[src/cnv3_pkg.sv]
// Shared types, constants and helpers for the 3x3 convolution block.
`default_nettype none
package cnv3_pkg;

	// Geometry defaults for the top-level parameters
	localparam int DEF_MAX_WIDTH  = 2048;
	localparam int DEF_MAX_HEIGHT = 2048;

	// Fixed field widths
	localparam int PIX_W     = 8;
	localparam int DIM_W     = 12;
	localparam int TAP_W     = 12;
	localparam int TAPS      = 3;
	localparam int KROW_W    = TAP_W * TAPS;
	localparam int CFG_IDX_W = 3;
	localparam int CFG_W     = KROW_W;
	localparam int POS_W     = 11;
	localparam int WIN_N     = 9;
	localparam int MIN_DIM   = 3;
	localparam int PIX_MAX   = 255;

	// Configuration register indexes
	typedef enum logic [CFG_IDX_W-1:0] {
		REG_IMAGE_WIDTH  = 3'd0,
		REG_IMAGE_HEIGHT = 3'd1,
		REG_KERNEL_TOP   = 3'd2,
		REG_KERNEL_MID   = 3'd3,
		REG_KERNEL_BOT   = 3'd4,
		REG_ABS_MODE     = 3'd5
	} cfg_reg_t;

	typedef logic [PIX_W-1:0]  pix_t;
	typedef logic [KROW_W-1:0] krow_t;
	// Window, row-major: index 0 is top-left, 8 is bottom-right
	typedef pix_t [WIN_N-1:0]  win_t;

	// Signed Q3.8 tap k of a kernel row; left tap in the low bits
	function automatic logic signed [TAP_W-1:0] tap_of(krow_t row, int unsigned k);
		return $signed(row[k*TAP_W +: TAP_W]);
	endfunction

endpackage
`default_nettype wire

[src/cnv3_window.sv]
// 3x3 pixel window: shifts left one column per beat, new column enters at the right.
`default_nettype none
module cnv3_window (
	input  wire logic          clk,
	input  wire logic          en,
	input  wire cnv3_pkg::pix_t col_top,
	input  wire cnv3_pkg::pix_t col_mid,
	input  wire cnv3_pkg::pix_t col_bot,
	output cnv3_pkg::win_t     win_s2
);
	import cnv3_pkg::*;

	pix_t new_col [3];

	assign new_col[0] = col_top;
	assign new_col[1] = col_mid;
	assign new_col[2] = col_bot;

	// Shift each row left, load the incoming column
	always_ff @(posedge clk) begin
		if (en) begin
			for (int i = 0; i < 3; i++) begin
				win_s2[i*3]     <= win_s2[i*3 + 1];
				win_s2[i*3 + 1] <= win_s2[i*3 + 2];
				win_s2[i*3 + 2] <= new_col[i];
			end
		end
	end

endmodule
`default_nettype wire

[config.mk]
export PLATFORM = sky130hd
export DESIGN_NAME = cnv3_window
export DESIGN_NICKNAME = d
export VERILOG_FILES = /design/src/cnv3_pkg.sv /design/src/cnv3_window.sv
export SDC_FILE = /design/constraint.sdc
export NUM_CORES = 1
export LEC_CHECK = 0
export ABC_AREA = 1
export BUFFER_PORTS_ARGS = -buffer_cell sky130_fd_sc_hd__buf_2
export CORE_ASPECT_RATIO = 0.5
export CORE_MARGIN = 2
export CORE_UTILIZATION = 35
export DETAILED_ROUTE_END_ITERATION = 7
export PLACE_DENSITY = 0.65
export REMOVE_ABC_BUFFERS = 1
export SLEW_MARGIN = 0
export SYNTH_ARGS = -nofsm -noshare
export SYNTH_HDL_FRONTEND = slang
export SYNTH_SLANG_ARGS = --single-unit
export TNS_END_PERCENT = 10
[constraint.sdc]
create_clock -name clk -period 0.8 [get_ports clk]
set_input_delay 0.16 -clock clk [delete_from_list [all_inputs] [get_ports clk]]
set_output_delay 0.16 -clock clk [all_outputs]
set_load 0.01 [all_outputs]
==> impl_summary.txt <==
----------------------------------------------------
[Floorplanning]
  Floorplan row count ... 20
  Overall die width ... 115 microns
  Floorplan Core Area ... 0.00601 sq mm
  Initial standard-cell utilization of the core ... 36.0%
  Number of placed I/O pins ... 98
  Die footprint ... 0.00686 sq mm
  Die height ... 59.6 microns

[Layout]
  Register containing the most flip-flops in the final layout ... win_s2
  Area growth, synth to finish ... 42.8%
  Leading cell type in the layout, fill and taps excluded ... buf_2
  Number of multi-input logic gates ... 0
  Footprint of the multi-input gates ... 0 sq um
  Largest register FFs ... 72
  Leading cell types in the layout, fill and taps excluded ... buf_2 (96), edfxtp_1 (72), clkbuf_16 (9)
  Post-layout net count ... 212
  Final cell utilization of the core ... 51.4%
  Number of inserted diodes ... 0
  Share of post-route cells with drive strength above 1 ... 60.2%
  Registers with the highest flip-flop counts ... win_s2 x72

[Drt]
  Final antenna-violating net count ... 0
  First-pass DRT Iterations ... 4
  Detailed-route via count ... 1079
  Detailed Route Iter0 Violations ... 34
  Via/cell ratio ... 4.03
  Drt wl/cell ... 13.2 microns
  Number of remaining DRC errors ... 0
  Sum of routed wire length over all layers ... 3.53 mm

[Critical path]
  Series of cell instances along the critical path ... buf_2
  Critical Path Fanout Max ... 2
  Crit Path Category ... reg2out
  Length in cells of the worst reg-to-reg path ... 1
  Type of origin of the critical path ... flip-flop
  Critical path buffers and inverters ... 1
  R2R Setup Slk ... 0.02 ns
  Largest incremental delay on the critical path ... 0.39 ns
  Arrival time of data at the critical path endpoint ... 0.86 ns
  Worst setup EP type ... output port
  Worst flop-to-flop path endpoint ... win_s2[61]$_DFFE_PP_
  CP max stage cell ... edfxtp_1
  Data required time of the critical path ... 0.64 ns
  Worst reg2reg startpoint ... win_s2[69]$_DFFE_PP_
  Delay-heaviest family, CP ... flip-flops

[Timing]
  RSZ-0062 raised after global routing ... yes
  Pins Over Slew Limit ... 0
  Final period util ... 128%
  Worst Max-Slew Pin Slew ... 0.163 ns
  Peak clock frequency supported by timing ... 0.978 GHz
  Final hold violation count ... 0
  Clock tree skew after final layout ... 0.00445 ns
  Number of failing setup endpoints in the final timing report ... 72
  Final setup TNS ... -13.67 ns
  Relative slew slack ... 89.2%
  Crit path setup slack, layout ... -0.223 ns
  Minimum period implied by the final worst setup slack ... 1.02 ns

[Place]
  IO Port Bufs ... 97
  GPL Wtd Cong ... 0.735

[Power]
  Internal Dissipation ... 6.76 mW
  Clock group share of total power ... 39.1%
  Power density normalized to cell area ... 2720 mW/mm^2
  Net switching fraction of the power ... 19.7%
  Largest voltage drop on the vdd net ... 1.25 mV
  Leak pwr ... 1.26 nW
  Seq pwr share ... 54.2%
  Switching component of the power ... 1.65 mW
  Comb pwr share ... 6.6%

[CTS]
  Max Buffers Root-to-Sink ... 2
  CTS tree ... done
  Number of hold buffers added after CTS ... 0
  Root buffer cell ... clkbuf_16
  Clock-pin transition on the worst setup and hold timing paths ... 0.05 ns
  Count of clock tree sinks ... 72
  Number of H-tree levels ... 3
  Clock insertion delay at the later pin of the skew report ... 0.31 ns
  CTS Buf Count ... 9

[Min path]
  Hold Startpoint ... col_top[1]
  Number of cells on the worst hold path ... 1
  Hold Path Sink ... win_s2[17]$_DFFE_PP_
  Worst min-delay path category ... in2reg

[Global route]
  Maximum number of pins on one net before global-route repair ... 27
  Initial antenna violation count ... 0
  Via count of the first global-routing pass ... 1002
  Wire length of the first global-routing pass ... 5.09 mm
  Tot GR Track Use ... 10.5%
  Overflow left after global routing ... 0

[Synthesis]
  Share of the yosys chip area belonging to registers ... 100%
  Number of warnings reported in the yosys synthesis log ... 0
  Netlist area before placement ... 0.00216 sq mm
  Synthesized flop and latch total ... 72
  Yosys cell types ... 1
  Gate Count Post-Synth ... 72
  Post-Synthesis Mean Instance Area ... 30.0 sq um
  Largest cells by area after synthesis ... edfxtp_1 (100%)
  Cell accounting for the most synthesized area ... edfxtp_1
  Top cell type's share of synthesized area ... 100%

[Run status]
  Failing checks ... setup timing
  Outcome ... finished, violations left

[Flow run]
  Max cap viols ... 0

----------------------------------------------------
cell families after synthesis:
kind of cell  Yosys count  share of synthesized area [%]
flops                  72                            100
layout make-up:
type,instances,area [sq um]
well taps,77,96.3
fillers,498,2920
flip-flops and latches,72,2160
clock inverters,6,26.3
clock buffers,10,229
repair buffers,103,574
Yosys cell counts (all sizes together):
cell    number
edfxtp      72
through the flow:
step | cell area [sq um] | hold WS [ns] | std cells | worst slack, ns | total power, mW
final | 3090 | 0.0210 | 268 | -0.223 | 8.41
after global routing | 3090 | 0.00543 | 268 | -0.268 | 8.74
after CTS | 3070 | 0.00651 | 266 | -0.244 | 8.51
after detailed placement | 2800 | 0.338 | 249 | -0.0609 | 5.19
after global placement | 2800 | 0.338 | 249 | -0.0604 | 5.17
after floorplan | 2160 | 0.259 | 72 | 0.108 | 4.78
routing by layer:
layer | track usage [%] | routed length (microns)
met1 | 11.8 | 1330
met2 | 17.1 | 1980
met3 | 5.42 | 176
met4 | 4.65 | 35
met5 | 0 | 0
power by group through the flow:
stage / logic (mW) / registers (mW) / clock network [mW]
6_report: 0.559 / 4.56 / 3.29
5_1_grt: 0.601 / 4.60 / 3.54
4_1_cts: 0.557 / 4.57 / 3.38
3_5_place_dp: 0.550 / 4.64 / 0
3_3_place_gp: 0.543 / 4.62 / 0
2_1_floorplan: 0 / 4.78 / 0
repair_timing:
| action | 4_1_cts | 5_1_grt |
|---|---|---|
| setup endpoints to repair | 72 | 73 |
| resized for setup | 0 | 1 |
| pin swaps | 0 | 0 |
| buffers inserted | 1 | 2 |
how the worst max path moves through the flow:
stage,from,end,slack (ns),cells past startpoint
finish,win_s2[64]$_DFFE_PP_,win_s2[64],-0.22,1
global route,win_s2[64]$_DFFE_PP_,win_s2[64],-0.27,1
CTS,win_s2[61]$_DFFE_PP_,win_s2[61],-0.24,1
detailed placement,en,win_s2[20]$_DFFE_PP_,-0.06,2
global placement,en,win_s2[42]$_DFFE_PP_,-0.06,2
floorplan,win_s2[8]$_DFFE_PP_,win_s2[0]$_DFFE_PP_,0.11,0
No activity file was read; power rests on OpenSTA's default activity.
