[src/cnv3_pkg.sv]
// Shared types, constants and helpers for the 3x3 convolution block.
`default_nettype none
package cnv3_pkg;

	// Geometry defaults for the top-level parameters
	localparam int DEF_MAX_WIDTH  = 2048;
	localparam int DEF_MAX_HEIGHT = 2048;

	// Fixed field widths
	localparam int PIX_W     = 8;
	localparam int DIM_W     = 12;
	localparam int TAP_W     = 12;
	localparam int TAPS      = 3;
	localparam int KROW_W    = TAP_W * TAPS;
	localparam int CFG_IDX_W = 3;
	localparam int CFG_W     = KROW_W;
	localparam int POS_W     = 11;
	localparam int WIN_N     = 9;
	localparam int MIN_DIM   = 3;
	localparam int PIX_MAX   = 255;

	// Configuration register indexes
	typedef enum logic [CFG_IDX_W-1:0] {
		REG_IMAGE_WIDTH  = 3'd0,
		REG_IMAGE_HEIGHT = 3'd1,
		REG_KERNEL_TOP   = 3'd2,
		REG_KERNEL_MID   = 3'd3,
		REG_KERNEL_BOT   = 3'd4,
		REG_ABS_MODE     = 3'd5
	} cfg_reg_t;

	typedef logic [PIX_W-1:0]  pix_t;
	typedef logic [KROW_W-1:0] krow_t;
	// Window, row-major: index 0 is top-left, 8 is bottom-right
	typedef pix_t [WIN_N-1:0]  win_t;

	// Signed Q3.8 tap k of a kernel row; left tap in the low bits
	function automatic logic signed [TAP_W-1:0] tap_of(krow_t row, int unsigned k);
		return $signed(row[k*TAP_W +: TAP_W]);
	endfunction

endpackage
`default_nettype wire

[src/cnv3_filter.sv]
// Nine-tap multiply, row sums, then round half up and clamp or saturate.
`default_nettype none
module cnv3_filter (
	input  wire logic            clk,
	input  wire logic            en,
	input  wire cnv3_pkg::win_t  win,
	input  wire cnv3_pkg::krow_t k_top,
	input  wire cnv3_pkg::krow_t k_mid,
	input  wire cnv3_pkg::krow_t k_bot,
	input  wire logic            abs_mode,
	output cnv3_pkg::pix_t       value
);
	import cnv3_pkg::*;

	localparam int PROD_W = PIX_W + 1 + TAP_W;
	localparam int ROW_W  = PROD_W + 2;
	localparam int SUM_W  = ROW_W + 2;
	localparam int RES_W  = SUM_W - 8;

	krow_t                    krows [3];
	logic signed [PROD_W-1:0] prod_s3 [WIN_N];
	logic signed [ROW_W-1:0]  row_sum_s4 [3];
	logic signed [SUM_W-1:0]  total;
	logic signed [SUM_W-1:0]  rounded;
	logic signed [RES_W-1:0]  res;
	logic signed [RES_W-1:0]  mag;

	assign krows[0] = k_top;
	assign krows[1] = k_mid;
	assign krows[2] = k_bot;

	// Stage 3: one product per tap, pixel zero-extended to signed
	always_ff @(posedge clk) begin
		if (en) begin
			for (int i = 0; i < 3; i++) begin
				for (int j = 0; j < 3; j++) begin
					prod_s3[i*3 + j] <= PROD_W'($signed({1'b0, win[i*3 + j]}))
						* PROD_W'(tap_of(krows[i], j));
				end
			end
		end
	end

	// Stage 4: per-row sums
	always_ff @(posedge clk) begin
		if (en) begin
			for (int i = 0; i < 3; i++) begin
				row_sum_s4[i] <= ROW_W'(prod_s3[i*3]) + ROW_W'(prod_s3[i*3 + 1])
					+ ROW_W'(prod_s3[i*3 + 2]);
			end
		end
	end

	// Final sum, round half up (floor of sum + 1/2), then clamp or abs-saturate
	always_comb begin
		total   = SUM_W'(row_sum_s4[0]) + SUM_W'(row_sum_s4[1]) + SUM_W'(row_sum_s4[2]);
		rounded = total + SUM_W'(128);
		res     = rounded[SUM_W-1:8];
		if (res < 0) begin
			mag = abs_mode ? -res : '0;
		end else begin
			mag = res;
		end
		if (mag > RES_W'(PIX_MAX)) begin
			value = PIX_W'(PIX_MAX);
		end else begin
			value = mag[PIX_W-1:0];
		end
	end

endmodule
`default_nettype wire

[config.mk]
export PLATFORM = sky130hd
export DESIGN_NAME = cnv3_filter
export DESIGN_NICKNAME = d
export VERILOG_FILES = /design/src/cnv3_pkg.sv /design/src/cnv3_filter.sv
export SDC_FILE = /design/constraint.sdc
export NUM_CORES = 2
export LEC_CHECK = 0
export BUFFER_PORTS_ARGS = -buffer_cell sky130_fd_sc_hd__buf_2
export CAP_MARGIN = 20
export CORE_UTILIZATION = 50
export DETAILED_ROUTE_END_ITERATION = 7
export GPL_ROUTABILITY_DRIVEN = 0
export PLACE_DENSITY = 0.78
export SKIP_LAST_GASP = 1
export SLEW_MARGIN = 10
export SYNTH_ARGS = -nofsm -noshare
export SYNTH_HDL_FRONTEND = slang
export SYNTH_SLANG_ARGS = --single-unit
[constraint.sdc]
create_clock -name clk -period 15.5 [get_ports clk]
set_clock_uncertainty 0.15 [all_clocks]
set_input_delay 1.55 -clock clk [delete_from_list [all_inputs] [get_ports clk]]
set_output_delay 1.55 -clock clk [all_outputs]
set_load 0.02 [all_outputs]
==> flow_metrics.tcl <==
set metrics [dict create \
    yosys_most_used_dff "edfxtp_1" \
    r2r_end "row_sum_s4[0][44]" \
    holdPathStages 3 \
    cts_resized 0 \
    clk_latency_ns 0.59 \
    cts_hold_buf 0 \
    slew_violations 0 \
    fin_crit_sh_pct 47.9 \
    antenna_found_initial 4 \
    synth_seq_cells 258 \
    hold_class "flip-flop to flip-flop" \
    wire_per_inst_um 15.7 \
    final_cells 6038 \
    cts-root-buf "clkbuf_16" \
    num-nets-final 6295 \
    cts_tree "yes" \
    worst-endpoint-arrival_ns 5.73 \
    start_util_pct 50.6 \
    num_rows 110 \
    outcome "finished clean" \
    grt.overflow.total 0 \
    areaGrowthSynthToFinish_pct 7.01 \
    fin_crit_ns 7.43 \
    cp-end-kind "output port" \
    r2r_cells 16 \
    path_clk_slew_ns 0.06 \
    final_util_pct 54.1 \
    syn_avg_cell_area_um2 9.74 \
    io_buffers 190 \
    mostFrequentLayoutCell "inv_1" \
    cts_buffers 31 \
    io_pins 191 \
    die_w_um 304 \
    ys_seq_area_share_pct 17.0 \
    firstDrtPassIters 5 \
    hold_start "prod_s3[0][147]" \
    finalSetupTns_ns 0 \
    postCtsSetupRepairBufs 0 \
    min_to "row_sum_s4[0][46]" \
    worstSetupPathType "flip-flop to output port" \
    worst-r2r-setup-slack_ns 11.01 \
    max_cap_viol_count 0 \
    via_count 31100 \
    grt_first_pass_wirelength_um 163000 \
    critPathRequiredTime_ns 13.80 \
    r2r-start "prod_s3[0][64]" \
    synth_cells 4691 \
    timing.fmax_ghz 0.135 \
    fillCellCount 7874 \
    synth_warnings 0 \
    synth.net_count 6150 \
    ctsHtreeMaxLevel 1 \
    drtIter0Drc 1477 \
    dpl_cell_area_mm2 0.0478 \
    ys_async_sr_fraction_pct 0 \
    hpwl_um 79600 \
    core_mm2 0.0903 \
    dieArea_mm2 0.0926 \
    worstPathMaxFanout 8 \
    tightest_slew_ns 1.06 \
    drive_gt1_share_pct 5.91 \
    grt_pass1_vias 33400 \
    grt_max_degree 92 \
    final_cell_mix "inv_1 (1,119), fa_1 (790), and2_1 (549)" \
    cts_sinks 258 \
    start_kind "flip-flop" \
    finalSetupViolations 0 \
    die_h_um 304 \
    hold_viol_final 0 \
    grt_use_total_pct 21.4 \
    via_per_inst 5.15 \
    syn_area_mm2 0.0457 \
    totalWireLength_um 94500 \
    stdcell_area_mm2 0.0489 \
    cts.path.max_buffers 3 \
    synthDistinctLibCells 82 \
    postRouteAntennaNets 0 \
    dp.cells 5977 \
    slew_headroom_pct 29.4 \
    drc_errors 0 \
    synth-edff-count 258 \
    rsz0062_at_grt "no" \
]
==> cells by family after synthesis <==
family / share of synthesized area (%)
buffers and inverters: 9.92
AOI/OAI and AO/OA: 6.05
xor gates and xnor gates: 4.19
DFF: 17.0
and+or+nand+nor: 14.8
adders and majority gates: 47.9
muxes: 0.115
==> critical path, stage by stage (launching register included) <==
cell       delay [ns]
edfxtp_1         0.33
inv_1            0.05
fa_1             0.44
fa_1             0.51
inv_1            0.04
ha_1             0.35
nand3_2          0.14
or4b_1           0.54
o22ai_2          0.21
or2_4            0.20
xnor2_2          0.18
nand4_1          0.28
nor4b_4          0.38
or3b_1           0.40
a211oi_2         0.23
o22ai_1          0.15
o21ai_4          0.27
o2111ai_1        0.21
buf_2            0.21
==> flip-flops by register name, indices dropped and copies added, names as in the netlist <==
name,cells
prod_s3,189
row_sum_s4,69
==> Yosys cell counts, drive strengths merged, types with 5 or more instances <==
cell type | instances | share of area (%)
a2111oi | 5 | 0.14
a211o | 12 | 0.23
a211oi | 20 | 0.34
a21boi | 28 | 0.48
a21o | 41 | 0.67
a21oi | 112 | 1.3
a31o | 14 | 0.27
a31oi | 10 | 0.14
and2 | 549 | 7.5
and3 | 16 | 0.22
buf | 7 | 0.10
clkbuf | 75 | 0.62
edfxtp | 258 | 17
fa | 790 | 35
ha | 486 | 13
inv | 1120 | 9.2
nand2 | 440 | 3.6
nand2b | 17 | 0.23
nand3 | 45 | 0.50
nor2 | 134 | 1.1
nor2b | 31 | 0.42
nor3 | 49 | 0.55
o2111ai | 11 | 0.21
o211ai | 12 | 0.22
o21a | 21 | 0.35
o21ai | 93 | 1.1
o31a | 6 | 0.12
or2 | 8 | 0.12
or3 | 13 | 0.18
xnor2 | 163 | 3.1
xor2 | 54 | 1.1
==> routing by layer <==
layer	share of wire, %	track usage (%)	vias to the layer above
li1	-	-	14700
met1	43	28.2	15600
met2	51	37.9	668
met3	3.7	1.72	146
met4	2.9	5.92	2
met5	0.012	0	-
==> layout make-up <==
class	count	area [um2]	share of cell area [%]
Inverter	1120	4200	8.60
Multi-Input combinational cell	3231	33400	68.3
Timing Repair Buffer	194	1010	2.07
Tap cell	1176	1470	3.01
Clock buffer	33	783	1.60
Antenna cell	3	7.51	0.0154
Sequential cell	258	7750	15.8
Clock inverter	23	259	0.530
==> stage by stage <==
stage	setup WS [ns]	hold WS [ns]
after floorplan	9.04	0.530
after global placement	8.72	0.599
after detailed placement	8.56	0.626
after CTS	7.96	0.637
after global routing	7.70	0.662
final	8.07	0.638
==> how the worst max path moves through the flow <==
stage / from / endpoint / cells past startpoint / slack, ns
finish: row_sum_s4[0][6] / value[2] / 18 / 8.07
global route: row_sum_s4[0][6] / value[2] / 18 / 7.70
CTS: row_sum_s4[0][8] / value[2] / 18 / 7.96
detailed placement: win[16] / prod_s3[0][61] / 21 / 8.56
global placement: win[40] / prod_s3[0][125] / 24 / 8.72
floorplan: win[0] / prod_s3[0][20] / 21 / 9.04
Power is left out: the tool's default activity adds up to more than one toggle a clock period on the data nets, which glitch-free logic cannot reach.
